===== src/rtl/ssp_pkg.sv =====
package ssp_pkg;

    localparam int DEF_MAX_ORDER   = 16;
    localparam int DEF_SAMPLE_BITS = 16;
    localparam int DEF_VAR_BITS    = 32;

    // max_order register
    localparam int              CFG_BITS  = 5;
    localparam logic [CFG_BITS-1:0] CFG_RESET = 5'd16;

    // command queue between front and back
    localparam int QUEUE_DEPTH = 4;

    // Q16 blend weights
    localparam int               FRAC_BITS = 16;
    localparam int               WGT_BITS  = FRAC_BITS + 1;
    localparam logic [WGT_BITS-1:0] WGT_ONE  = WGT_BITS'(1) << FRAC_BITS;
    localparam logic [WGT_BITS-1:0] WGT_HALF = WGT_BITS'(1) << (FRAC_BITS - 1);

    typedef struct packed {
        logic blend;   // buffered entries are blended, else passed raw
        logic tail;    // current sample follows the buffered entries
    } t_cmd_flg;

endpackage


===== src/rtl/ssp_fifo.sv =====
module ssp_fifo import ssp_pkg::*; #(
    parameter int WIDTH = 8,
    parameter int DEPTH = QUEUE_DEPTH
) (
    input  logic             i_clk,
    input  logic             i_rst_n,
    input  logic             i_push,
    input  logic [WIDTH-1:0] i_data,
    input  logic             i_pop,
    output logic [WIDTH-1:0] o_data,
    output logic             o_full,
    output logic             o_empty
);
    localparam int AW = (DEPTH > 1) ? $clog2(DEPTH) : 1;

    logic [WIDTH-1:0] r_mem [DEPTH];
    logic [AW:0]      r_wp, r_rp;

    assign o_empty = (r_wp == r_rp);
    assign o_full  = (r_wp[AW-1:0] == r_rp[AW-1:0]) && (r_wp[AW] != r_rp[AW]);
    assign o_data  = r_mem[r_rp[AW-1:0]];

    always_ff @(posedge i_clk) begin
        if (i_push) begin
            r_mem[r_wp[AW-1:0]] <= i_data;
        end
    end

    always_ff @(posedge i_clk) begin
        if (!i_rst_n) begin
            r_wp <= '0;
            r_rp <= '0;
        end else begin
            if (i_push) begin
                r_wp <= r_wp + 1'b1;
            end
            if (i_pop) begin
                r_rp <= r_rp + 1'b1;
            end
        end
    end
endmodule


===== config.mk =====
export PLATFORM = sky130hd
export DESIGN_NAME = ssp_fifo
export DESIGN_NICKNAME = d
export VERILOG_FILES = /design/src/rtl/ssp_pkg.sv /design/src/rtl/ssp_fifo.sv
export SDC_FILE = /design/constraint.sdc
export NUM_CORES = 1
export LEC_CHECK = 0
export BUFFER_PORTS_ARGS = -buffer_cell sky130_fd_sc_hd__buf_2
export CORE_UTILIZATION = 62
export CTS_BUF_LIST = sky130_fd_sc_hd__clkbuf_4 sky130_fd_sc_hd__clkbuf_8
export DETAILED_ROUTE_END_ITERATION = 7
export PLACE_DENSITY = 0.85
export SLEW_MARGIN = 30
export SYNTH_ARGS = -nofsm -noshare
export SYNTH_HDL_FRONTEND = slang
export SYNTH_SLANG_ARGS = --single-unit

===== constraint.sdc =====
create_clock -name i_clk -period 1.9 [get_ports i_clk]
set_input_delay 0.095 -clock i_clk [delete_from_list [all_inputs] [get_ports i_clk]]
set_output_delay 0.095 -clock i_clk [all_outputs]
set_load 0.03 [all_outputs]

Word level (Yosys, flattened, before mapping) --
Memory sizes are Yosys's and may differ from the RTL's. A register that Yosys moved wholly into a read port is not among the register bits. Index checks and enable logic that the tools add are counted.
Cells by class: add/subtract/negate cells 2, multipliers 0, divide/modulo/power cells 0, order comparisons 0, eq/ne operators 3, shift operators 0, mux-type cells 4, bitwise operators 0, reductions and logical operators 1
Operators by type and width (number):
- adder 3 x 1 -> 3 bit (second input constant) | 2
- 2-to-1 mux 2 bit | 2
- equality test 3 bit | 1
- equality test 2 bit | 1
- 2-to-1 mux 1 bit | 2
- logical AND 1 bit | 1
- != test 1 bit | 1
Word-level totals: flip-flop bits (word level) 6, latch bits 0, memory bits (writable) 32, bits in read-only memories 0, bits of input ports 12, output and inout bits 10, logic and storage cells 13, memories 1
Memories:
- r_mem | words 4, width 8, read ports 1, clocked after Yosys merged registers in 1, write ports 1, line ssp_fifo.sv:16 | logic [WIDTH-1:0] r_mem [DEPTH];

Longest topological paths before layout --
depth in word-level cells 3, mapped depth 4, gate-level depth less buffers 4

Worst setup path before layout --
No wires, ideal clock.
path type reg2out, start point register r_wp[0], end point output o_empty, data arrival time 1.257 ns, setup slack 0.548 ns, stages on the path, launching flop included 3, buffers on the path 0, cell sequence dfxtp_1 -> xor2_1 -> nor3b_1
Between the ends: longest elaborated chain between the ends 1
Ends and longest elaborated chain:
- from (decl) | line ssp_fifo.sv:17 | logic [AW:0] r_wp, r_rp;
- from (signal assigned) | line ssp_fifo.sv:35 | r_wp <= r_wp + 1'b1;
- equality test 3 bit | line ssp_fifo.sv:19 | assign o_empty = (r_wp == r_rp);
- to (decl) | line ssp_fifo.sv:12 | output logic o_empty
Every way passes these cells.

==> impl_metrics.tcl <==
set metrics [dict create \
    hold_slack_ps 77.72 \
    final_cell_mix "edfxtp_1, buf_2, mux4_2, dfxtp_1, dlygate4sd3_1" \
    hold_end "r_wp[0]" \
    max_freq_mhz 560.3 \
    cp_data_required_time_ps 1800 \
    ff2ff_path_depth 3 \
    cts_buffer_depth 2 \
    cts_resized 0 \
    finalCriticalPeriod_ps 1785 \
    status "finished clean" \
    clkSinkCount 40 \
    core_um2 2297 \
    ir_drop_uv 719.8 \
    hold_buffers 8 \
    finalWirelength_um 2470 \
    cap_viol_max_count 0 \
    worstHoldPathType "in -> reg" \
    worstSetupPathType "reg -> out" \
    crit_arrival_ps 1690 \
    ant_nets 0 \
    pin_count 22 \
    avgSynthCellArea_um2 18.81 \
    die_w_um 52.19 \
    cts.clk_slew.worst_paths_ps 110 \
    area.sequential_um2 1121 \
    final-setup-viol-count 0 \
    cp-end-kind "primary output" \
    worst_pin_slew_ps 433.9 \
    syn-cell-area_um2 1561 \
    r2r-start "r_wp[0]" \
    path_cells "buf_4, mux4_2, buf_2" \
    n_fill_cell 129 \
    cp_max_fo 7 \
    rows 17 \
    route.detailed.drc 0 \
    synth_cell_types 18 \
    power.density_nw_per_um2 933.8 \
    timing.rr.end "r_mem[2][4]" \
    start_util 0.6797 \
    antenna_found_initial 0 \
    hold_viol_final 0 \
    grt-ovfl-total 0 \
    critPathSlowestCell "mux4_2" \
    grt_pass1_vias 832 \
    rsz0062_at_grt "false" \
    grt_util_all_layers 0.2102 \
    nets 134 \
    synth_warnings 0 \
    start_kind "flip-flop" \
    root_buffer "clkbuf_4" \
    syn_to_final_growth_pct 17.15 \
    post_cts_buffers 0 \
    finClkSkew_ps 5.534 \
    h-tree-depth 2 \
    dr.pass1.iters 4 \
    min_period_over_period 0.9394 \
    grt_pass1_wl_um 3698 \
    slew_headroom 0.7107 \
    finalSetupTns_ps 0 \
    syn-num-nets 100 \
    final_common_cell "edfxtp_1" \
    dp_slack_ps 489.4 \
    ys_ff_latch 40 \
    num_vias 820 \
    drt-initial-drc-count 25 \
    setup_slack_ps 115.2 \
    min-delay-start "i_rst_n" \
    whs_path_depth 3 \
    slew_violations 0 \
    die_h_um 52.19 \
    cpPeakStageDelay_ps 520 \
    grt_start_max_net_pins 13 \
    wire_per_inst_um 16.92 \
    diodes 0 \
    syn_inst 83 \
    ys_seq_area_frac 0.7179 \
    leakagePower_nw 0.6809 \
    gp_congestion 0.6481 \
    vias_per_cell 5.616 \
    ff2ff_setup_slack_ps 520 \
    insertion_delay_ps 330 \
    tritoncts "built" \
    port_buffers 21 \
    numCtsBuffers 5 \
    multi_input_area_um2 407.9 \
    die_area_um2 2723 \
    drive_gt1_frac 0.3390 \
    post-dp-hpwl_um 1760 \
]
-- metal layers --
| metal | routed length (um) | global-route usage | vias up |
|---|---|---|---|
| li1 | - | - | 387 |
| met1 | 926 | 0.2238 | 393 |
| met2 | 1357 | 0.3739 | 33 |
| met3 | 121 | 0.05507 | 7 |
| met4 | 64 | 0.1184 | 0 |
| met5 | 0 | 0 | - |
-- stage by stage --
stage / instances / util / total power, mW / area [um^2]
2_1_floorplan: 83 / - / 1.211 / 1562
3_3_place_gp: 130 / 0.7347 / 1.272 / 1688
3_5_place_dp: 130 / 0.7347 / 1.286 / 1688
4_1_cts: 146 / 0.7963 / 1.716 / 1829
5_1_grt: 146 / 0.7963 / 1.762 / 1829
6_report: 146 / 0.7963 / 1.708 / 1829
-- cells in the mapped netlist, drive strengths merged --
master / count / area share
a21bo: 2 / 0.013
clkbuf: 1 / 0.0032
mux2i: 2 / 0.013
mux4: 8 / 0.12
xor2: 2 / 0.011
a21oi: 2 / 0.0064
ha: 5 / 0.040
xnor2: 3 / 0.017
nor3b: 1 / 0.0048
edfxtp: 32 / 0.62
buf: 2 / 0.010
nor2: 5 / 0.012
nand3b: 2 / 0.0096
and2: 4 / 0.016
dfxtp: 8 / 0.10
inv: 3 / 0.0072
nor3: 1 / 0.0032
-- cell families after synthesis --
kind of cell | Yosys count | share of synthesized area
buffers and inverters | 6 | 0.02083
AO/OA/AOI/OAI | 4 | 0.01923
AND/OR/NAND/NOR | 13 | 0.04567
XOR/XNOR | 5 | 0.02805
multiplexers | 10 | 0.1282
flip-flops | 40 | 0.7179
adder cells (fa/ha/maj) | 5 | 0.04006
-- final cells by class --
cell class / count / area share
multi-input cells: 37 / 0.2230
repair buffers: 30 / 0.1053
inverters: 3 / 0.006156
well taps: 28 / 0.01915
clock buffers: 6 / 0.02804
flip-flops and latches: 40 / 0.6129
clock inverters: 2 / 0.005472
-- worst max-delay path by stage --
| stage | depth (start not counted) | end | start | slack, ps |
|---|---|---|---|---|
| after CTS | 3 | o_data[7] | flip-flop | 120 |
| after detailed placement | 3 | o_data[7] | flip-flop | 490 |
| final | 3 | o_data[7] | flip-flop | 120 |
| after floorplan | 2 | o_empty | r_wp[0] | 550 |
| after global routing | 3 | o_data[2] | flip-flop | 70 |
| after global placement | 3 | o_data[7] | flip-flop | 560 |
-- worst max-delay path, delay by kind of cell (launching register included) --
family,cells,cell delay (ps)
flip-flops,1,420
multiplexers,1,520
buffers and inverters,2,420
-- flip-flops by register name, indices dropped and copies added (netlist names), named ones only --
signal  cells
r_wp        3
r_mem      32
r_rp        3
-- power by group --
part           internal (mW)  switching [mW]  leakage (nW)
clock                  0.176           0.255        0.0380
combinational          0.106           0.150         0.283
sequential             0.992          0.0282         0.360
Power figures use the tool's default switching activity.
