--- src/rtl/ssp_pkg.sv ---
package ssp_pkg;

    localparam int DEF_MAX_ORDER   = 16;
    localparam int DEF_SAMPLE_BITS = 16;
    localparam int DEF_VAR_BITS    = 32;

    // max_order register
    localparam int              CFG_BITS  = 5;
    localparam logic [CFG_BITS-1:0] CFG_RESET = 5'd16;

    // command queue between front and back
    localparam int QUEUE_DEPTH = 4;

    // Q16 blend weights
    localparam int               FRAC_BITS = 16;
    localparam int               WGT_BITS  = FRAC_BITS + 1;
    localparam logic [WGT_BITS-1:0] WGT_ONE  = WGT_BITS'(1) << FRAC_BITS;
    localparam logic [WGT_BITS-1:0] WGT_HALF = WGT_BITS'(1) << (FRAC_BITS - 1);

    typedef struct packed {
        logic blend;   // buffered entries are blended, else passed raw
        logic tail;    // current sample follows the buffered entries
    } t_cmd_flg;

endpackage

--- src/rtl/ssp_out_if.sv ---
interface ssp_out_if import ssp_pkg::*; #(
    parameter int SAMPLE_BITS = DEF_SAMPLE_BITS
);
    logic                          valid;
    logic                          ready;
    logic signed [SAMPLE_BITS-1:0] out_sample;
    logic                          replaced;
    logic                          run_last;

    modport source (output valid, out_sample, replaced, run_last, input ready);
    modport sink   (input  valid, out_sample, replaced, run_last, output ready);
endinterface

--- src/rtl/ssp_back.sv ---
module ssp_back import ssp_pkg::*; #(
    parameter int MAX_ORDER   = DEF_MAX_ORDER,
    parameter int SAMPLE_BITS = DEF_SAMPLE_BITS,
    parameter int VAR_BITS    = DEF_VAR_BITS,
    parameter int BUF_DEPTH   = 2 * MAX_ORDER + 3,
    parameter int CNT_W       = $clog2(BUF_DEPTH + 1),
    parameter int AW          = $clog2(BUF_DEPTH),
    parameter int CMD_W       = CNT_W + 2 + SAMPLE_BITS + 2 * VAR_BITS
) (
    input  logic                     i_clk,
    input  logic                     i_rst_n,
    input  logic                     i_wr_en,
    input  logic [AW-1:0]            i_wr_addr,
    input  logic [3*SAMPLE_BITS-1:0] i_wr_data,
    input  logic                     i_empty,
    input  logic [CMD_W-1:0]         i_cmd,
    output logic                     o_pop,
    output logic                     o_buf_free,
    ssp_out_if.source                o_out
);
    localparam logic [2:0] ST_IDLE = 3'd0;
    localparam logic [2:0] ST_DIV  = 3'd1;
    localparam logic [2:0] ST_RND  = 3'd2;
    localparam logic [2:0] ST_RD   = 3'd3;
    localparam logic [2:0] ST_MUL  = 3'd4;
    localparam logic [2:0] ST_SUM  = 3'd5;
    localparam logic [2:0] ST_TAIL = 3'd6;

    localparam int S  = SAMPLE_BITS;
    localparam int PW = S + 18;
    localparam int AC = S + 19;

    logic [3*S-1:0] r_mem [BUF_DEPTH];

    logic [2:0]          r_state;
    logic [CNT_W-1:0]    r_cnt, r_idx;
    t_cmd_flg            r_flg;
    logic [S-1:0]        r_smp;
    logic [VAR_BITS:0]   r_sum, r_rem;
    logic [FRAC_BITS-1:0] r_q;
    logic [3:0]          r_step;
    logic [WGT_BITS-1:0] r_wf;
    logic [3*S-1:0]      r_rd;
    logic signed [PW-1:0] r_pf, r_pb;
    logic                r_ov;
    logic [S-1:0]        r_osmp;
    logic                r_orep, r_olast;

    // command fields
    logic [CNT_W-1:0]    c_cnt;
    t_cmd_flg            c_flg;
    logic [S-1:0]        c_smp;
    logic [VAR_BITS-1:0] c_vf, c_vb;
    logic [VAR_BITS:0]   c_sum;

    logic                slot_free, last_ent;
    logic [VAR_BITS+1:0] rem2;
    logic                ge;
    logic [WGT_BITS-1:0] wb;
    logic signed [AC-1:0] acc;
    logic signed [S+2:0]  qv;
    logic [S-1:0]         blended;

    assign {c_cnt, c_flg, c_smp, c_vf, c_vb} = i_cmd;
    assign c_sum = {1'b0, c_vf} + {1'b0, c_vb};

    assign slot_free = !r_ov || o_out.ready;
    assign last_ent  = (r_idx == r_cnt - 1'b1);
    assign o_pop     = (r_state == ST_IDLE) && !i_empty;
    assign o_buf_free = (r_state == ST_SUM) && slot_free && last_ent;

    assign rem2 = {r_rem, 1'b0};
    assign ge   = rem2 >= {1'b0, r_sum};
    assign wb   = WGT_ONE - r_wf;

    // floor((wf*f + wb*b + half) / 2^16), saturated
    assign acc = AC'(r_pf) + AC'(r_pb) + AC'(WGT_HALF);
    assign qv  = (S + 3)'(acc >>> FRAC_BITS);
    always_comb begin
        if (qv > (S + 3)'($signed({1'b0, {(S-1){1'b1}}}))) begin
            blended = {1'b0, {(S-1){1'b1}}};
        end else if (qv < (S + 3)'($signed({1'b1, {(S-1){1'b0}}}))) begin
            blended = {1'b1, {(S-1){1'b0}}};
        end else begin
            blended = qv[S-1:0];
        end
    end

    assign o_out.valid      = r_ov;
    assign o_out.out_sample = r_osmp;
    assign o_out.replaced   = r_orep;
    assign o_out.run_last   = r_olast;

    always_ff @(posedge i_clk) begin
        if (i_wr_en) begin
            r_mem[i_wr_addr] <= i_wr_data;
        end
        if (r_state == ST_RD) begin
            r_rd <= r_mem[r_idx[AW-1:0]];
        end
    end

    always_ff @(posedge i_clk) begin
        if (!i_rst_n) begin
            r_state <= ST_IDLE;
            r_ov    <= 1'b0;
        end else begin
            if ((r_state == ST_SUM || r_state == ST_TAIL) && slot_free) begin
                r_ov <= 1'b1;
            end else if (o_out.ready) begin
                r_ov <= 1'b0;
            end
            case (r_state)
                ST_IDLE: begin
                    if (!i_empty) begin
                        if (c_cnt == '0) begin
                            r_state <= ST_TAIL;
                        end else if (c_flg.blend && (c_sum != '0) && (c_vf != '0)) begin
                            r_state <= ST_DIV;
                        end else begin
                            r_state <= ST_RD;
                        end
                    end
                end
                ST_DIV: begin
                    if (r_step == 4'd15) begin
                        r_state <= ST_RND;
                    end
                end
                ST_RND:  r_state <= ST_RD;
                ST_RD:   r_state <= ST_MUL;
                ST_MUL:  r_state <= ST_SUM;
                ST_SUM: begin
                    if (slot_free) begin
                        if (!last_ent) begin
                            r_state <= ST_RD;
                        end else if (r_flg.tail) begin
                            r_state <= ST_TAIL;
                        end else begin
                            r_state <= ST_IDLE;
                        end
                    end
                end
                ST_TAIL: begin
                    if (slot_free) begin
                        r_state <= ST_IDLE;
                    end
                end
                default: r_state <= ST_IDLE;
            endcase
        end
    end

    always_ff @(posedge i_clk) begin
        case (r_state)
            ST_IDLE: begin
                r_cnt  <= c_cnt;
                r_flg  <= c_flg;
                r_smp  <= c_smp;
                r_sum  <= c_sum;
                r_rem  <= {1'b0, c_vb};
                r_q    <= '0;
                r_step <= '0;
                r_idx  <= '0;
                r_wf   <= (c_sum == '0) ? WGT_HALF : WGT_ONE;
            end
            ST_DIV: begin
                r_rem  <= ge ? (VAR_BITS+1)'(rem2 - {1'b0, r_sum}) : rem2[VAR_BITS:0];
                r_q    <= {r_q[FRAC_BITS-2:0], ge};
                r_step <= r_step + 1'b1;
            end
            ST_RND: begin
                r_wf <= {1'b0, r_q} + WGT_BITS'(ge);
            end
            ST_MUL: begin
                r_pf <= $signed({1'b0, r_wf}) * $signed(r_rd[2*S-1:S]);
                r_pb <= $signed({1'b0, wb}) * $signed(r_rd[S-1:0]);
            end
            ST_SUM: begin
                if (slot_free) begin
                    r_osmp  <= r_flg.blend ? blended : r_rd[3*S-1:2*S];
                    r_orep  <= r_flg.blend;
                    r_olast <= last_ent && !r_flg.tail;
                    r_idx   <= r_idx + 1'b1;
                end
            end
            ST_TAIL: begin
                if (slot_free) begin
                    r_osmp  <= r_smp;
                    r_orep  <= 1'b0;
                    r_olast <= 1'b1;
                end
            end
            default: ;
        endcase
    end
endmodule
--- src/flat_wrapper.sv ---
// flat-port wrapper written by rule: the top's interface ports become plain ports
module ssp_back_flat import ssp_pkg::*;
#(
    parameter int MAX_ORDER   = DEF_MAX_ORDER,
    parameter int SAMPLE_BITS = DEF_SAMPLE_BITS,
    parameter int VAR_BITS    = DEF_VAR_BITS,
    parameter int BUF_DEPTH   = 2 * MAX_ORDER + 3,
    parameter int CNT_W       = $clog2(BUF_DEPTH + 1),
    parameter int AW          = $clog2(BUF_DEPTH),
    parameter int CMD_W       = CNT_W + 2 + SAMPLE_BITS + 2 * VAR_BITS
)
  (i_clk, i_rst_n, i_wr_en, i_wr_addr, i_wr_data, i_empty, i_cmd, o_pop, o_buf_free, o_out_valid, o_out_out_sample, o_out_replaced, o_out_run_last, o_out_ready);
  ssp_out_if #(.SAMPLE_BITS(SAMPLE_BITS)) o_out_i ();
  input  logic i_clk;
  input  logic i_rst_n;
  input  logic i_wr_en;
  input  logic [AW-1:0] i_wr_addr;
  input  logic [3*SAMPLE_BITS-1:0] i_wr_data;
  input  logic i_empty;
  input  logic [CMD_W-1:0] i_cmd;
  output logic o_pop;
  output logic o_buf_free;
  output wire logic [$bits(o_out_i.valid)-1:0] o_out_valid;
  output wire logic [$bits(o_out_i.out_sample)-1:0] o_out_out_sample;
  output wire logic [$bits(o_out_i.replaced)-1:0] o_out_replaced;
  output wire logic [$bits(o_out_i.run_last)-1:0] o_out_run_last;
  input wire logic [$bits(o_out_i.ready)-1:0] o_out_ready;
  assign o_out_valid = o_out_i.valid;
  assign o_out_out_sample = o_out_i.out_sample;
  assign o_out_replaced = o_out_i.replaced;
  assign o_out_run_last = o_out_i.run_last;
  assign o_out_i.ready = o_out_ready;
  ssp_back #(.MAX_ORDER(MAX_ORDER), .SAMPLE_BITS(SAMPLE_BITS), .VAR_BITS(VAR_BITS), .BUF_DEPTH(BUF_DEPTH), .CNT_W(CNT_W), .AW(AW), .CMD_W(CMD_W)) u_core (.i_clk(i_clk), .i_rst_n(i_rst_n), .i_wr_en(i_wr_en), .i_wr_addr(i_wr_addr), .i_wr_data(i_wr_data), .i_empty(i_empty), .i_cmd(i_cmd), .o_pop(o_pop), .o_buf_free(o_buf_free), .o_out(o_out_i));
endmodule
--- config.mk ---
export PLATFORM = sky130hd
export DESIGN_NAME = ssp_back_flat
export DESIGN_NICKNAME = d
export VERILOG_FILES = /design/src/rtl/ssp_pkg.sv /design/src/rtl/ssp_out_if.sv /design/src/rtl/ssp_back.sv /design/src/flat_wrapper.sv
export SDC_FILE = /design/constraint.sdc
export NUM_CORES = 2
export LEC_CHECK = 0
export BUFFER_PORTS_ARGS = -buffer_cell sky130_fd_sc_hd__buf_4
export CORE_MARGIN = 2
export CORE_UTILIZATION = 49
export CTS_CLUSTER_SIZE = 12
export DETAILED_ROUTE_END_ITERATION = 8
export SYNTH_ARGS = -nofsm -noshare
export SYNTH_HDL_FRONTEND = slang
export SYNTH_SLANG_ARGS = --single-unit
export TNS_END_PERCENT = 100
--- constraint.sdc ---
create_clock -name i_clk -period 10.85 [get_ports i_clk]
set_input_delay 0 -clock i_clk [delete_from_list [all_inputs] [get_ports i_clk]]
set_output_delay 0 -clock i_clk [all_outputs]
set_load 0.005 [all_outputs]
[Yosys cells after proc, flatten, opt, wreduce, memory -nomap -nowiden]
Memory sizes are Yosys's and may differ from the RTL's. A register that Yosys moved wholly into a read port is not among the register bits.
Cells that the tools add are included.
Storage, ports and cells
  memories kept: 1
  flip-flop bits (word level): 223
  output and inout port bits: 21
  memory bits (writable): 1680
  input port bits: 147
Memories
  u_core.r_mem: depth 35, bits a word 48, rd ports 1, clocked after memory_dff 1, write ports 1, RTL line ssp_back.sv:33  | logic [3*S-1:0] r_mem [BUF_DEPTH];
Operators by class
  equal/unequal tests: 12
  multipliers: 2
  add/subtract/negate cells: 9
  reduce and logical (&&, ||, !) cells: 25
  muxes and demuxes: 33
  $lt $le $gt $ge: 3
Operators by type and width (number)
  $mux W16: 5
  $mul A18 B16 Y34: 2
  $pmux W33 S2: 1
  $pmux W16 S2: 2
  $add A34 B34 Y35: 1
  $add A35 B16 Y35 const B: 1
  $ge A34 B33 Y1: 1
  $pmux W17 S2: 1
  $add A32 B32 Y33: 1
  $logic_not A33 Y1: 1
  $mux W33: 1
  $reduce_bool A33 Y1: 1
  $sub A33 B33 Y33: 1
  $reduce_bool A32 Y1: 1
  $mux W3: 7
  $pmux W3 S7: 1
  $gt A19 B16 Y1 const B: 1
  $lt A19 B16 Y1 const B: 1
  $add A16 B1 Y17: 1
  $mux W17: 1
  $sub A17 B17 Y17 const A: 1
  $pmux W6 S2: 1
  $reduce_bool A2 Y1: 5
  $eq A3 B3 Y1 const B: 3
  22 further kinds: 42

[Longest topological paths before layout]
  depth after elaboration: 8
  mapped depth: 33
  mapped depth without buffers: 31

[Least setup slack after synthesis]
No wires, ideal clock.
  path kind: register to register
  start point: register u_core.r_wf[5]
  end point: register u_core.r_pb[32], data pin
  arrival: 7.895 ns
  library setup time: 0.258 ns
  period minus slack after synthesis: 8.153 ns
  path slack: 2.697 ns
  buffers on the path: 2
  cell stages (with the launch flop): 30
  cell sequence: edfxtp_1 clkbuf_1 or4_1 nor4_1 nor2b_1 nand2_1 or4_1 xnor2_1 buf_2 nand2_1 fa_1 fa_1 inv_1 fa_1 fa_1 fa_1 inv_1 fa_1 inv_1 ha_1 and4_1 a21oi_1 o21ai_0 a31oi_1 o211ai_1 a41oi_1 o21ai_0 a221o_1 a21oi_1 xnor2_1
On the way
  cells in the longest elaborated chain, start to end: 2
Ends and longest elaborated chain
  start, declared: RTL line ssp_back.sv:42  | logic [WGT_BITS-1:0] r_wf;
  start signal, assigned: RTL line ssp_back.sv:165  | r_wf <= (c_sum == '0) ? WGT_HALF : WGT_ONE;
  start signal, assigned: RTL line ssp_back.sv:173  | r_wf <= {1'b0, r_q} + WGT_BITS'(ge);
  $sub A17 B17 Y17: RTL line ssp_back.sv:74  | assign wb = WGT_ONE - r_wf;
  $mul A18 B16 Y34: RTL line ssp_back.sv:177  | r_pb <= $signed({1'b0, wb}) * $signed(r_rd[S-1:0]);
  end signal, assigned: RTL line ssp_back.sv:177
  end, declared: RTL line ssp_back.sv:44  | logic signed [PW-1:0] r_pf, r_pb;
No other way between the ends.
A chain may end at the register's enable or synchronous reset.

[Final worst setup path]
  start point: register u_core.r_wf[2]
  end point: register u_core.r_pb[32], data pin
The elaborated chain is that of the path after synthesis.

==> metrics.yaml <==
ys.flop_type: "edfxtp_1"
clk_pin_slew_ns: 0.06
critPathArrivalTime_ns: 9.57
syn_inst: 6229
status: "completed"
clk_latency_ns: 0.86
cp.required_ns: 11.38
slew_violations: 0
antenna_found_initial: 16
final_net_count: 7585
synth-seq-area-share: 0.597
wl_per_cell_um: 26.7
ff_latch_area_um2: 58500
rsz0062_at_grt: "false"
final_layout_size_suffix_gt1_frac: 0.158
die_y_um: 451
r2r-end: "u_core.r_pb[32]"
cts_tree: "yes"
dieArea_um2: 204000
setup_viol: 0
drtPass1Iterations: 8
grt_use_total: 0.248
vias_per_cell: 5.86
grt_pass1_vias: 56000
max_stage_delay_ns: 0.67
rr_worst_depth: 28
critPathKind: "reg2reg"
grt_pass1_wl_um: 371000
hold_viol: 0
cts_max_level: 4
slew_headroom: 0.188
portBuffers: 167
cts.root.buffer_cell: "clkbuf_16"
cts_resized: 0
worst-r2r-setup-slack_ns: 1.81
final_common_cell: "edfxtp_1"
worstMarginPinSlew_ns: 1.21
period_share: 0.833
core_area_um2: 199000
ctsHoldBuffers: 205
startpoint: "u_core.r_wf[2]"
clock_skew_ns: 0.0829
crit_slowest_cell: "edfxtp_1"
worst-path-buf-inv: 4
detailed_place_hpwl_um: 150000
crit_end: "u_core.r_pb[32]"
overflow: 0
boundaryPins: 168
cp_common_cell: "fa_1"
r2r_start: "u_core.r_wf[2]"
synth_area_um2: 98000
cts_buffers: 200
syn_avg_cell_area_um2: 15.7
synth_warnings: 0
start_util: 0.492
final_cell_mix: "edfxtp_1 (1947), inv_1 (627), nand2_1 (542)"
hp-class: "in2reg"
path_max_fanout: 20
grt_max_degree: 130
drt_iter0_drc: 5366
gp_congestion: 0.844
synthArstFlopShare: 0
clock-sinks: 1951
synthToLayoutAreaGrowth_pct: 13.0
synth_edf_count: 1947
cp-end-kind: "flop"
cp_top_family: "adder cells"
ant_nets: 0
post_cts_buffers: 0
routed_wl_um: 252000
min_period_ns: 9.04
path_depth: 28
n_fill_cell: 15800
multi_input_area_um2: 36300
fp.dieW_um: 451
start_kind: "flop"
yosysUniqueCellTypes: 83
vias: 55200
ys_ff_latch: 1951
clockBufferDepth: 3
drv_cap: 0
max_freq_mhz: 111
tns_ns: 0
num_rows: 164
drcViolationCount: 0
synthesis.nets: 7178
-- per-stage QoR --
stage / cell area (um2) / utilization / worst slack, ns / instances / hold slack (ns)
5_1_grt: 111000 / 0.556 / 1.30 / 9421 / 0.0415
6_report: 111000 / 0.556 / 1.81 / 9424 / 0.0550
3_5_place_dp: 103000 / 0.516 / 1.93 / 8885 / 0.182
2_1_floorplan: 98000 / - / 2.70 / 6229 / 0.0311
3_3_place_gp: 103000 / 0.516 / 1.99 / 8885 / 0.182
4_1_cts: 111000 / 0.556 / 1.87 / 9418 / 0.000958
-- synthesized netlist by cell type, drive strengths merged, types with 13 or more instances --
master | number | area, um2
a21oi | 140 | 708
buf | 44 | 179
o21bai | 13 | 97.6
fa | 418 | 8370
o21ai | 208 | 1040
nand2 | 543 | 2040
xor2 | 54 | 473
nor2b | 18 | 113
nor4 | 22 | 159
nand4 | 26 | 163
edfxtp | 1947 | 58500
o21a | 22 | 165
a31oi | 28 | 190
clkbuf | 233 | 875
or3 | 13 | 81.3
mux4 | 480 | 10800
mux2i | 118 | 1180
ha | 384 | 4800
nor3 | 35 | 175
a21o | 56 | 422
nand3 | 41 | 205
xnor2 | 105 | 920
inv | 629 | 2360
nor2 | 194 | 728
and3 | 37 | 231
and2 | 225 | 1410
o211ai | 32 | 245
nand2b | 36 | 225
-- final cells by class --
type / instances / area share
Sequential cell: 1951 / 0.529
Clock inverter: 75 / 0.00633
Multi-Input combinational cell: 3372 / 0.328
Antenna cell: 6 / 0.000136
Tap cell: 2656 / 0.0300
Inverter: 629 / 0.0213
Timing Repair Buffer: 482 / 0.0380
Clock buffer: 253 / 0.0470
-- how the worst min path moves through the flow --
stage,start,end,depth (start not counted)
after floorplan,i_empty,o_pop,1
after global placement,i_cmd[70],u_core.r_smp[6],1
after detailed placement,i_cmd[67],u_core.r_smp[3],1
after CTS,i_cmd[17],u_core.r_rem[17],4
after global routing,i_cmd[0],u_core.r_rem[0],4
final,i_cmd[17],u_core.r_rem[17],4
-- metal layers --
metal | part of all wire | GRT usage | vias to the layer above
met1 | 0.42 | 0.354 | 29200
met2 | 0.49 | 0.406 | 1830
li1 | - | - | 23800
met4 | 0.025 | 0.0678 | 6
met5 | 0.00017 | 0 | -
met3 | 0.063 | 0.0318 | 357
-- tightest hold or removal path: cells and delay by family --
| kind | cells | cell delay, ns |
|---|---|---|
| buffers and inverters | 2 | 0.65 |
| AO/OA/AOI/OAI | 1 | 0.07 |
| AND/OR/NAND/NOR | 1 | 0.05 |
-- state kept, by name, summed over array words and instances, names as in the netlist, 3 cells and up --
| name | cells |
|---|---|
| u_core.r_step | 4 |
| u_core.r_smp | 16 |
| u_core.r_pf | 34 |
| u_core.r_wf | 17 |
| u_core.r_rd | 48 |
| u_core.r_rem | 33 |
| u_core.r_mem | 1680 |
| u_core.o_out.out_sample | 16 |
| u_core.r_state | 3 |
| u_core.r_sum | 33 |
| u_core.r_cnt | 6 |
| u_core.r_pb | 34 |
| u_core.r_idx | 6 |
| u_core.r_q | 16 |
-- kinds of logic after synthesis --
kind of cell	share of synthesized area
xor+xnor	0.0142
simple gates	0.0596
mux	0.123
compound gates	0.0365
flops	0.597
buf+inv	0.0348
fa+ha+maj	0.134
Power is not shown: default switching activity piles up to over one toggle a cycle in this logic, so the estimate is an artifact.
