**config.mk**
```make
export PLATFORM = sky130hd
export DESIGN_NAME = ssp_front_flat
export DESIGN_NICKNAME = d
export VERILOG_FILES = /design/src/rtl/ssp_pkg.sv /design/src/rtl/ssp_in_if.sv /design/src/rtl/ssp_front.sv /design/src/flat_wrapper.sv
export SDC_FILE = /design/constraint.sdc
export NUM_CORES = 1
export LEC_CHECK = 0
export BUFFER_PORTS_ARGS = -buffer_cell sky130_fd_sc_hd__clkbuf_2
export CAP_MARGIN = 20
export CORE_ASPECT_RATIO = 0.9
export CORE_MARGIN = 8
export CORE_UTILIZATION = 44
export CTS_CLUSTER_DIAMETER = 60
export DETAILED_ROUTE_END_ITERATION = 8
export PLACE_DENSITY = 0.92
export SYNTH_ARGS = -nofsm -noshare
export SYNTH_HDL_FRONTEND = slang
export SYNTH_SLANG_ARGS = --single-unit
```
**constraint.sdc**
```tcl
create_clock -name i_clk -period 2.7 [get_ports i_clk]
set_input_delay 0.135 -clock i_clk [delete_from_list [all_inputs] [get_ports i_clk]]
set_output_delay 0.135 -clock i_clk [all_outputs]
set_load 0.05 [all_outputs]
```
**src/rtl/ssp_pkg.sv**
```systemverilog
package ssp_pkg;

    localparam int DEF_MAX_ORDER   = 16;
    localparam int DEF_SAMPLE_BITS = 16;
    localparam int DEF_VAR_BITS    = 32;

    // max_order register
    localparam int              CFG_BITS  = 5;
    localparam logic [CFG_BITS-1:0] CFG_RESET = 5'd16;

    // command queue between front and back
    localparam int QUEUE_DEPTH = 4;

    // Q16 blend weights
    localparam int               FRAC_BITS = 16;
    localparam int               WGT_BITS  = FRAC_BITS + 1;
    localparam logic [WGT_BITS-1:0] WGT_ONE  = WGT_BITS'(1) << FRAC_BITS;
    localparam logic [WGT_BITS-1:0] WGT_HALF = WGT_BITS'(1) << (FRAC_BITS - 1);

    typedef struct packed {
        logic blend;   // buffered entries are blended, else passed raw
        logic tail;    // current sample follows the buffered entries
    } t_cmd_flg;

endpackage

```
**src/rtl/ssp_in_if.sv**
```systemverilog
interface ssp_in_if import ssp_pkg::*; #(
    parameter int SAMPLE_BITS = DEF_SAMPLE_BITS,
    parameter int VAR_BITS    = DEF_VAR_BITS
);
    logic                          valid;
    logic                          ready;
    logic signed [SAMPLE_BITS-1:0] in_sample;
    logic                          detected;
    logic signed [SAMPLE_BITS-1:0] fwd_pred;
    logic signed [SAMPLE_BITS-1:0] bwd_pred;
    logic        [VAR_BITS-1:0]    fwd_var;
    logic        [VAR_BITS-1:0]    bwd_var;
    logic                          block_last;

    modport source (
        output valid, in_sample, detected, fwd_pred, bwd_pred, fwd_var, bwd_var, block_last,
        input  ready
    );
    modport sink (
        input  valid, in_sample, detected, fwd_pred, bwd_pred, fwd_var, bwd_var, block_last,
        output ready
    );
endinterface

```
**src/rtl/ssp_front.sv**
```systemverilog
module ssp_front import ssp_pkg::*; #(
    parameter int MAX_ORDER   = DEF_MAX_ORDER,
    parameter int SAMPLE_BITS = DEF_SAMPLE_BITS,
    parameter int VAR_BITS    = DEF_VAR_BITS,
    parameter int BUF_DEPTH   = 2 * MAX_ORDER + 3,
    parameter int CNT_W       = $clog2(BUF_DEPTH + 1),
    parameter int AW          = $clog2(BUF_DEPTH)
) (
    input  logic                     i_clk,
    input  logic                     i_rst_n,
    input  logic                     i_cfg_we,
    input  logic [CFG_BITS-1:0]      i_cfg_data,
    ssp_in_if.sink                   i_in,
    input  logic                     i_full,
    input  logic                     i_buf_free,
    output logic                     o_push,
    output logic [CNT_W-1:0]         o_cmd_cnt,
    output t_cmd_flg                 o_cmd_flg,
    output logic [SAMPLE_BITS-1:0]   o_cmd_smp,
    output logic [VAR_BITS-1:0]      o_cmd_vf,
    output logic [VAR_BITS-1:0]      o_cmd_vb,
    output logic                     o_wr_en,
    output logic [AW-1:0]            o_wr_addr,
    output logic [3*SAMPLE_BITS-1:0] o_wr_data
);
    localparam logic [1:0] MODE_IDLE = 2'd0;
    localparam logic [1:0] MODE_BUF  = 2'd1;
    localparam logic [1:0] MODE_LONG = 2'd2;
    localparam int         CMP_W     = CFG_BITS + CNT_W + 1;

    logic [CFG_BITS-1:0] r_max_order;
    logic [1:0]          r_mode, n_mode;
    logic                r_prev_det, r_block_first, n_block_first;
    logic [VAR_BITS-1:0] r_prev_fv, r_run_fv, n_run_fv;
    logic [CNT_W-1:0]    r_len, n_len;
    logic                r_buf_busy;

    logic                accept, rise, too_long;
    logic [CFG_BITS-1:0] ord;
    logic [CFG_BITS:0]   lim;

    assign i_in.ready = !i_full && !r_buf_busy;
    assign accept     = i_in.valid && i_in.ready;
    assign rise       = i_in.detected && !r_prev_det;

    assign ord = (r_max_order > CFG_BITS'(MAX_ORDER)) ? CFG_BITS'(MAX_ORDER) : r_max_order;
    assign lim = {ord, 1'b0} + (CFG_BITS + 1)'(3);
    assign too_long = (CMP_W'(r_len) >= CMP_W'(lim)) || (r_len >= CNT_W'(BUF_DEPTH));

    assign o_cmd_smp = i_in.in_sample;
    assign o_cmd_vf  = r_run_fv;
    assign o_cmd_vb  = i_in.bwd_var;
    assign o_wr_data = {i_in.in_sample, i_in.fwd_pred, i_in.bwd_pred};

    always_comb begin
        logic push_c, wr_c;
        push_c         = 1'b1;
        wr_c           = 1'b0;
        o_cmd_cnt      = '0;
        o_cmd_flg      = '{blend: 1'b0, tail: 1'b1};
        o_wr_addr      = '0;
        n_mode         = r_mode;
        n_len          = r_len;
        n_run_fv       = r_run_fv;
        if (r_block_first) begin
            n_mode = MODE_IDLE;
        end else begin
            case (r_mode)
                MODE_IDLE: begin
                    if (rise) begin
                        push_c   = 1'b0;
                        wr_c     = 1'b1;
                        n_len    = CNT_W'(1);
                        n_run_fv = r_prev_fv;
                        n_mode   = MODE_BUF;
                    end
                end
                MODE_BUF: begin
                    if (!i_in.detected) begin
                        o_cmd_cnt       = r_len;
                        o_cmd_flg.blend = 1'b1;
                        n_mode          = MODE_IDLE;
                        n_len           = '0;
                    end else if (too_long) begin
                        o_cmd_cnt = r_len;
                        n_mode    = MODE_LONG;
                        n_len     = '0;
                    end else begin
                        push_c    = 1'b0;
                        wr_c      = 1'b1;
                        o_wr_addr = r_len[AW-1:0];
                        n_len     = r_len + 1'b1;
                    end
                end
                default: begin
                    if (!i_in.detected) begin
                        n_mode = MODE_IDLE;
                    end
                end
            endcase
        end
        // block end flushes an open run unchanged
        if (i_in.block_last) begin
            if (n_mode == MODE_BUF) begin
                push_c         = 1'b1;
                o_cmd_cnt      = n_len;
                o_cmd_flg.tail = 1'b0;
                n_len          = '0;
            end
            n_mode        = MODE_IDLE;
            n_block_first = 1'b1;
        end else begin
            n_block_first = 1'b0;
        end
        o_push  = accept && push_c;
        o_wr_en = accept && wr_c;
    end

    always_ff @(posedge i_clk) begin
        if (!i_rst_n) begin
            r_max_order   <= CFG_RESET;
            r_mode        <= MODE_IDLE;
            r_prev_det    <= 1'b0;
            r_block_first <= 1'b1;
            r_prev_fv     <= '0;
            r_run_fv      <= '0;
            r_len         <= '0;
            r_buf_busy    <= 1'b0;
        end else begin
            if (i_cfg_we) begin
                r_max_order <= i_cfg_data;
            end
            if (accept) begin
                r_mode        <= n_mode;
                r_prev_det    <= i_in.detected;
                r_block_first <= n_block_first;
                r_prev_fv     <= i_in.fwd_var;
                r_run_fv      <= n_run_fv;
                r_len         <= n_len;
            end
            if (o_push && (o_cmd_cnt != '0)) begin
                r_buf_busy <= 1'b1;
            end else if (i_buf_free) begin
                r_buf_busy <= 1'b0;
            end
        end
    end
endmodule

```
**src/flat_wrapper.sv**
```systemverilog
// flat-port wrapper written by rule: the top's interface ports become plain ports
module ssp_front_flat import ssp_pkg::*;
#(
    parameter int MAX_ORDER   = DEF_MAX_ORDER,
    parameter int SAMPLE_BITS = DEF_SAMPLE_BITS,
    parameter int VAR_BITS    = DEF_VAR_BITS,
    parameter int BUF_DEPTH   = 2 * MAX_ORDER + 3,
    parameter int CNT_W       = $clog2(BUF_DEPTH + 1),
    parameter int AW          = $clog2(BUF_DEPTH)
)
  (i_clk, i_rst_n, i_cfg_we, i_cfg_data, i_full, i_buf_free, o_push, o_cmd_cnt, o_cmd_flg, o_cmd_smp, o_cmd_vf, o_cmd_vb, o_wr_en, o_wr_addr, o_wr_data, i_in_valid, i_in_in_sample, i_in_detected, i_in_fwd_pred, i_in_bwd_pred, i_in_fwd_var, i_in_bwd_var, i_in_block_last, i_in_ready);
  ssp_in_if #(.SAMPLE_BITS(SAMPLE_BITS), .VAR_BITS(VAR_BITS)) i_in_i ();
  input  logic i_clk;
  input  logic i_rst_n;
  input  logic i_cfg_we;
  input  logic [CFG_BITS-1:0] i_cfg_data;
  input  logic i_full;
  input  logic i_buf_free;
  output logic o_push;
  output logic [CNT_W-1:0] o_cmd_cnt;
  output t_cmd_flg o_cmd_flg;
  output logic [SAMPLE_BITS-1:0] o_cmd_smp;
  output logic [VAR_BITS-1:0] o_cmd_vf;
  output logic [VAR_BITS-1:0] o_cmd_vb;
  output logic o_wr_en;
  output logic [AW-1:0] o_wr_addr;
  output logic [3*SAMPLE_BITS-1:0] o_wr_data;
  input wire logic [$bits(i_in_i.valid)-1:0] i_in_valid;
  input wire logic [$bits(i_in_i.in_sample)-1:0] i_in_in_sample;
  input wire logic [$bits(i_in_i.detected)-1:0] i_in_detected;
  input wire logic [$bits(i_in_i.fwd_pred)-1:0] i_in_fwd_pred;
  input wire logic [$bits(i_in_i.bwd_pred)-1:0] i_in_bwd_pred;
  input wire logic [$bits(i_in_i.fwd_var)-1:0] i_in_fwd_var;
  input wire logic [$bits(i_in_i.bwd_var)-1:0] i_in_bwd_var;
  input wire logic [$bits(i_in_i.block_last)-1:0] i_in_block_last;
  output wire logic [$bits(i_in_i.ready)-1:0] i_in_ready;
  assign i_in_i.valid = i_in_valid;
  assign i_in_i.in_sample = i_in_in_sample;
  assign i_in_i.detected = i_in_detected;
  assign i_in_i.fwd_pred = i_in_fwd_pred;
  assign i_in_i.bwd_pred = i_in_bwd_pred;
  assign i_in_i.fwd_var = i_in_fwd_var;
  assign i_in_i.bwd_var = i_in_bwd_var;
  assign i_in_i.block_last = i_in_block_last;
  assign i_in_ready = i_in_i.ready;
  ssp_front #(.MAX_ORDER(MAX_ORDER), .SAMPLE_BITS(SAMPLE_BITS), .VAR_BITS(VAR_BITS), .BUF_DEPTH(BUF_DEPTH), .CNT_W(CNT_W), .AW(AW)) u_core (.i_clk(i_clk), .i_rst_n(i_rst_n), .i_cfg_we(i_cfg_we), .i_cfg_data(i_cfg_data), .i_in(i_in_i), .i_full(i_full), .i_buf_free(i_buf_free), .o_push(o_push), .o_cmd_cnt(o_cmd_cnt), .o_cmd_flg(o_cmd_flg), .o_cmd_smp(o_cmd_smp), .o_cmd_vf(o_cmd_vf), .o_cmd_vb(o_cmd_vb), .o_wr_en(o_wr_en), .o_wr_addr(o_wr_addr), .o_wr_data(o_wr_data));
endmodule
```
* After elaboration in Yosys (flattened, before gate mapping)
Index checks and enable logic that the tools add are counted.
** Storage, ports and cells
- Register bits :: 80
- Latch bits :: 0
- RAM bits :: 0
- ROM bits :: 0
- Input bits :: 125
- Output and inout port bits :: 145
- Word-level logic and storage cells :: 75
- Memories :: 0
** Cells by class
- Add/subtract/negate cells :: 2
- Multiply operators :: 0
- Div/mod/pow operators :: 0
- $lt $le $gt $ge :: 3
- Equality and inequality tests :: 2
- Shifts and indexed selects :: 0
- Multiplexer cells :: 45
- Bitwise logic cells :: 1
- Reductions and logical operators :: 14
** Operators with widths (number)
- $mux 6 :: 16
- $mux 1 :: 18
- $mux 2 :: 6
- $pmux 6 s2 :: 1
- $add 6x1->6 const B :: 1
- $add 6x2->6 const B :: 1
- $ge 6x6->1 :: 1
- $ge 6x6->1 const B :: 1
- $logic_and 1x1->1 :: 6
- $reduce_bool 6->1 :: 1
- $gt 5x5->1 const B :: 1
- $mux 5 :: 1
- $eq 2x1->1 const B :: 2
- $pmux 1 s2 :: 2
- $pmux 2 s2 :: 1
- $reduce_and 4->1 :: 1
- $logic_not 1->1 :: 3
- $logic_not 2->1 :: 1
- $reduce_bool 2->1 :: 1
- $logic_or 1x1->1 :: 1
- $not 1->1 :: 1

* Logic depth before layout (Yosys ltp)
- Word-level depth :: 15
- Gate-level depth with buffers :: 11
- Gate-level depth less buffers :: 11

* Worst setup path before layout
OpenSTA, ideal clock, no wires.
- Path kind :: flip-flop to output port
- Start point :: register u_core.r_max_order[4]
- End point :: output o_cmd_cnt[0]
- Data arrival time :: 3.314 ns
- Required time :: 2.565 ns
- Setup slack :: -0.749 ns
- Cell stages (with the launch flop) :: 11
- Buffers on the path :: 0
- Cell sequence :: dfxtp_1 nor2b_1 ha_1 a31oi_1 ha_1 a21oi_1 o211ai_1 o21ai_2 and3_4 inv_1 o21ai_0
** Between the ends
- Longest elaborated chain between the ends :: 12
- Elaborated cells between the ends (all ways) :: 20
- Those cells by class :: add/sub (1); order compare (2); eq/ne (1); mux (15); reduce/logical (1)
** Ends and longest elaborated chain
- start: declaration :: line ssp_front.sv:31 : logic [CFG_BITS-1:0] r_max_order;
- start signal: assignment :: line ssp_front.sv:131 : r_max_order <= i_cfg_data;
- $gt 5x5->1 :: line ssp_front.sv:46 : assign ord = (r_max_order > CFG_BITS'(MAX_ORDER)) ? CFG_BITS'(MAX_ORDER) : r_max_order;
- $mux 5 * :: line ssp_front.sv:46
- $add 6x2->6 * :: line ssp_front.sv:47 : assign lim = {ord, 1'b0} + (CFG_BITS + 1)'(3);
- $ge 6x6->1 * :: line ssp_front.sv:48 : assign too_long = (CMP_W'(r_len) >= CMP_W'(lim)) || (r_len >= CNT_W'(BUF_DEPTH));
- $logic_or 1x1->1 * :: line ssp_front.sv:48
- $mux 2 :: line ssp_front.sv:84 : end else if (too_long) begin
- $mux 2 :: line ssp_front.sv:79 : if (!i_in.detected) begin
- $pmux 2 s2 :: line ssp_front.sv:68 : case (r_mode)
- $mux 2 :: line ssp_front.sv:65 : if (r_block_first) begin
- $eq 2x1->1 :: line ssp_front.sv:104 : if (n_mode == MODE_BUF) begin
- $mux 6 :: line ssp_front.sv:104
- $mux 6 * :: line ssp_front.sv:103 : if (i_in.block_last) begin
- end: declaration :: line flat_wrapper.sv:20 : output logic [CNT_W-1:0] o_cmd_cnt;
Mark *: on every way between the ends. The rest lies on a longest branch, timed or not.

* Worst setup path after layout
- Start point :: register u_core.r_max_order[1]
- End point :: output o_cmd_cnt[2]
The elaborated chain is that of the path after synthesis.

==> flow_metrics.tcl <==
set metrics [dict create \
    status "finished with violations" \
    violations "negative setup slack" \
    ys_types 49 \
    fin_ws_ps -255 \
    yosys_most_used_dff "dfxtp_1" \
    synth-edff-count 0 \
    crit_family "compound AO/OA/AOI/OAI gates" \
    clockBufferDepth 2 \
    cts.sinks 80 \
    place_hpwl_mm 7.63 \
    synth_warnings 0 \
    cts_buffers 9 \
    ant_nets 0 \
    crit_top_cell "ha_4" \
    ys_seq_area_frac 0.366 \
    antenna_found_initial 0 \
    rsz0062_at_grt "yes" \
    crit_type "reg2out" \
    vias 3618 \
    htreeDepth 3 \
    wl_per_cell_um 16.5 \
    setup_viol 16 \
    synth_seq_cells 80 \
    tritoncts "yes" \
    dieArea_um2 13400 \
    synth_area_per_cell_um2 8.08 \
    path_cells "nor2b_4 > ha_4 > xnor2_2 > ha_4 > nand4_1 > o2111ai_4 > buf_6 > nor4b_4 > a221oi_2 > o21ai_4 > clkbuf_8" \
    root_buffer "clkbuf_8" \
    layout_min_cycle_time_ps 2950 \
    coreArea_um2 9660 \
    min_period_over_period 1.09 \
    dr.pass1.iters 4 \
    worst_pin_slew_ps 637 \
    rows 34 \
    crit_required_ps 2570 \
    grt_pass1_wl_mm 18.6 \
    slew_headroom 0.575 \
    end_kind "output port" \
    drv_slew 0 \
    cpMaxStageDelayCell "dfxtp_2" \
    io_buffers 93 \
    powerDensity_nw_per_um2 468 \
    cts.reportedPaths.clkPinSlew_ps 100 \
    synth.top_cell.area_share 0.366 \
    critPathArrivalTime_ps 2820 \
    startpoint_type "register" \
    syn_area_um2 4370 \
    hp-class "in2reg" \
    die_w_um 121 \
    final_cell_mix "nand2_1 (145), clkbuf_2 (78), dfxtp_1 (76), a21boi_0 (67), buf_4 (26)" \
    route.detailed.drc 0 \
    via_per_inst 5.27 \
    n_antenna_cell 0 \
    worstSkewPairLatency_ps 350 \
    crit_buf_inv 2 \
    max_freq_ghz 0.338 \
    yosys-top-cells-area "dfxtp_1 (37%), buf_4 (17%), nand2_1 (12%), a21boi_0 (12%), ha_1 (2.0%)" \
    max_stage_delay_ps 340 \
    drive_above_1_share 0.319 \
    nets 688 \
    final_common_cell "nand2_1" \
    grt_max_degree 42 \
    synth-async-reset-ratio 0 \
    cp_max_fo 4 \
    grtUsageTotal 0.169 \
    finalPower_mw 2.35 \
    area_growth_pct 14.8 \
    io_pins 270 \
    initial_core_util 0.453 \
    synth_top_area_cell "dfxtp_1" \
    syn-num-nets 673 \
    drv_cap 0 \
    synthCells 541 \
    dr.first_iter.drc_count 207 \
    p_leak_nw 1.95 \
    utilization 0.520 \
    wirelength_mm 11.4 \
    hold_viol_final 0 \
    grt_pass1_vias 3795 \
    gp_congestion 0.923 \
    peakVddDrop_uv 265 \
    fp.dieH_um 111 \
    fin_worst_skew_ps 12.0 \
    gr-total-overflow 0 \
    tns_ps -1760 \
]
final timing paths:
kind	start	to	slack, ps	cells after the start
worst min register to register	u_core.o_cmd_vf[24]	u_core.o_cmd_vf[24]	470	2
worst min-delay path	i_in_fwd_var[19]	u_core.r_prev_fv[19]	20	3
worst max-delay path	u_core.r_max_order[1]	o_cmd_cnt[2]	-250	11
worst max register to register	u_core.r_max_order[1]	u_core.r_buf_busy	-130	13
flip-flops by register name, summed over array words and instances, names as in the netlist:
| register | cells |
|---|---|
| u_core.o_cmd_vf | 32 |
| u_core.r_prev_fv | 32 |
| u_core.r_len | 6 |
| u_core.r_max_order | 5 |
| u_core.r_mode | 2 |
| u_core.r_block_first | 1 |
| u_core.r_buf_busy | 1 |
| u_core.r_prev_det | 1 |
through the flow:
step	setup WS [ps]	std cells	instance area [µm²]	hold WS, ps
floorplan	-174	541	4440	263
global route	-389	687	5020	0.210
global placement	63.4	651	4330	270
CTS	-166	685	4930	2.96
detailed placement	2.85	651	4330	270
finish	-255	687	5020	23.3
logic make-up (layout without fill, tap and decap cells):
logic type / after synthesis / in the layout / synth area share
fa+ha+maj: 7 / 7 / 0.0200
mux: 5 / 5 / 0.0114
simple gates: 202 / 202 / 0.204
compound gates: 115 / 116 / 0.195
xor+xnor: 2 / 2 / 0.00401
buf+inv: 130 / 149 / 0.199
flops: 80 / 80 / 0.366
routing by layer:
layer  share of wire  GRT usage  vias up
li1                -          -     1724
met1            0.40      0.195     1651
met2            0.47      0.265      189
met3           0.099     0.0687       54
met4           0.028     0.0782        0
met5               0          0        -
synthesized netlist by cell type (2+ instances only):
master,count
nor2_1,12
o21a_1,4
nor3_1,2
buf_1,2
nand2b_1,2
o211ai_1,4
o21ai_0,11
mux2i_1,5
and2_2,2
nor2b_1,10
ha_1,7
buf_6,2
a31oi_1,3
and3_1,2
o21ai_2,2
and2_1,10
buf_4,97
a21oi_1,7
a21boi_1,2
nand2_1,145
nor4_1,3
nand3_1,5
buf_2,2
a21boi_0,68
clkbuf_1,22
inv_1,5
a221oi_1,3
dfxtp_1,80
xnor2_1,2
worst register-to-register path, cell delays in order (launching register included):
cell,delay [ps]
dfxtp_2,340
nor2b_4,130
ha_4,170
xnor2_2,160
ha_4,290
nand4_1,160
o2111ai_4,330
buf_6,190
nor4b_4,60
a221oi_2,340
buf_4,180
buf_4,100
a41o_1,170
a31oi_1,80
where the power goes:
part / switching (mW) / internal [mW]
clock network: 0.476 / 0.446
logic: 0.109 / 0.0860
registers: 0.0205 / 1.21
timing repair:
item / in CTS / in global routing
hold buffers: 7 / 0
gates resized for setup: 49 / 16
setup buffers: 11 / 2
pin swaps: 14 / 5
endpoints found under the setup margin: 16 / 19
hold endpoints to repair: 7 / 0
gates cloned: 1 / 0
area by class of cell:
class / instances / area, µm²
Clock buffer: 9 / 124
Clock inverter: 7 / 82.6
Fill cell: 892 / 4640
Inverter: 5 / 22.5
Multi-Input combinational cell: 332 / 2140
Sequential cell: 80 / 1610
Tap cell: 126 / 158
Timing Repair Buffer: 128 / 882
No activity file was read; power rests on OpenSTA's default activity.
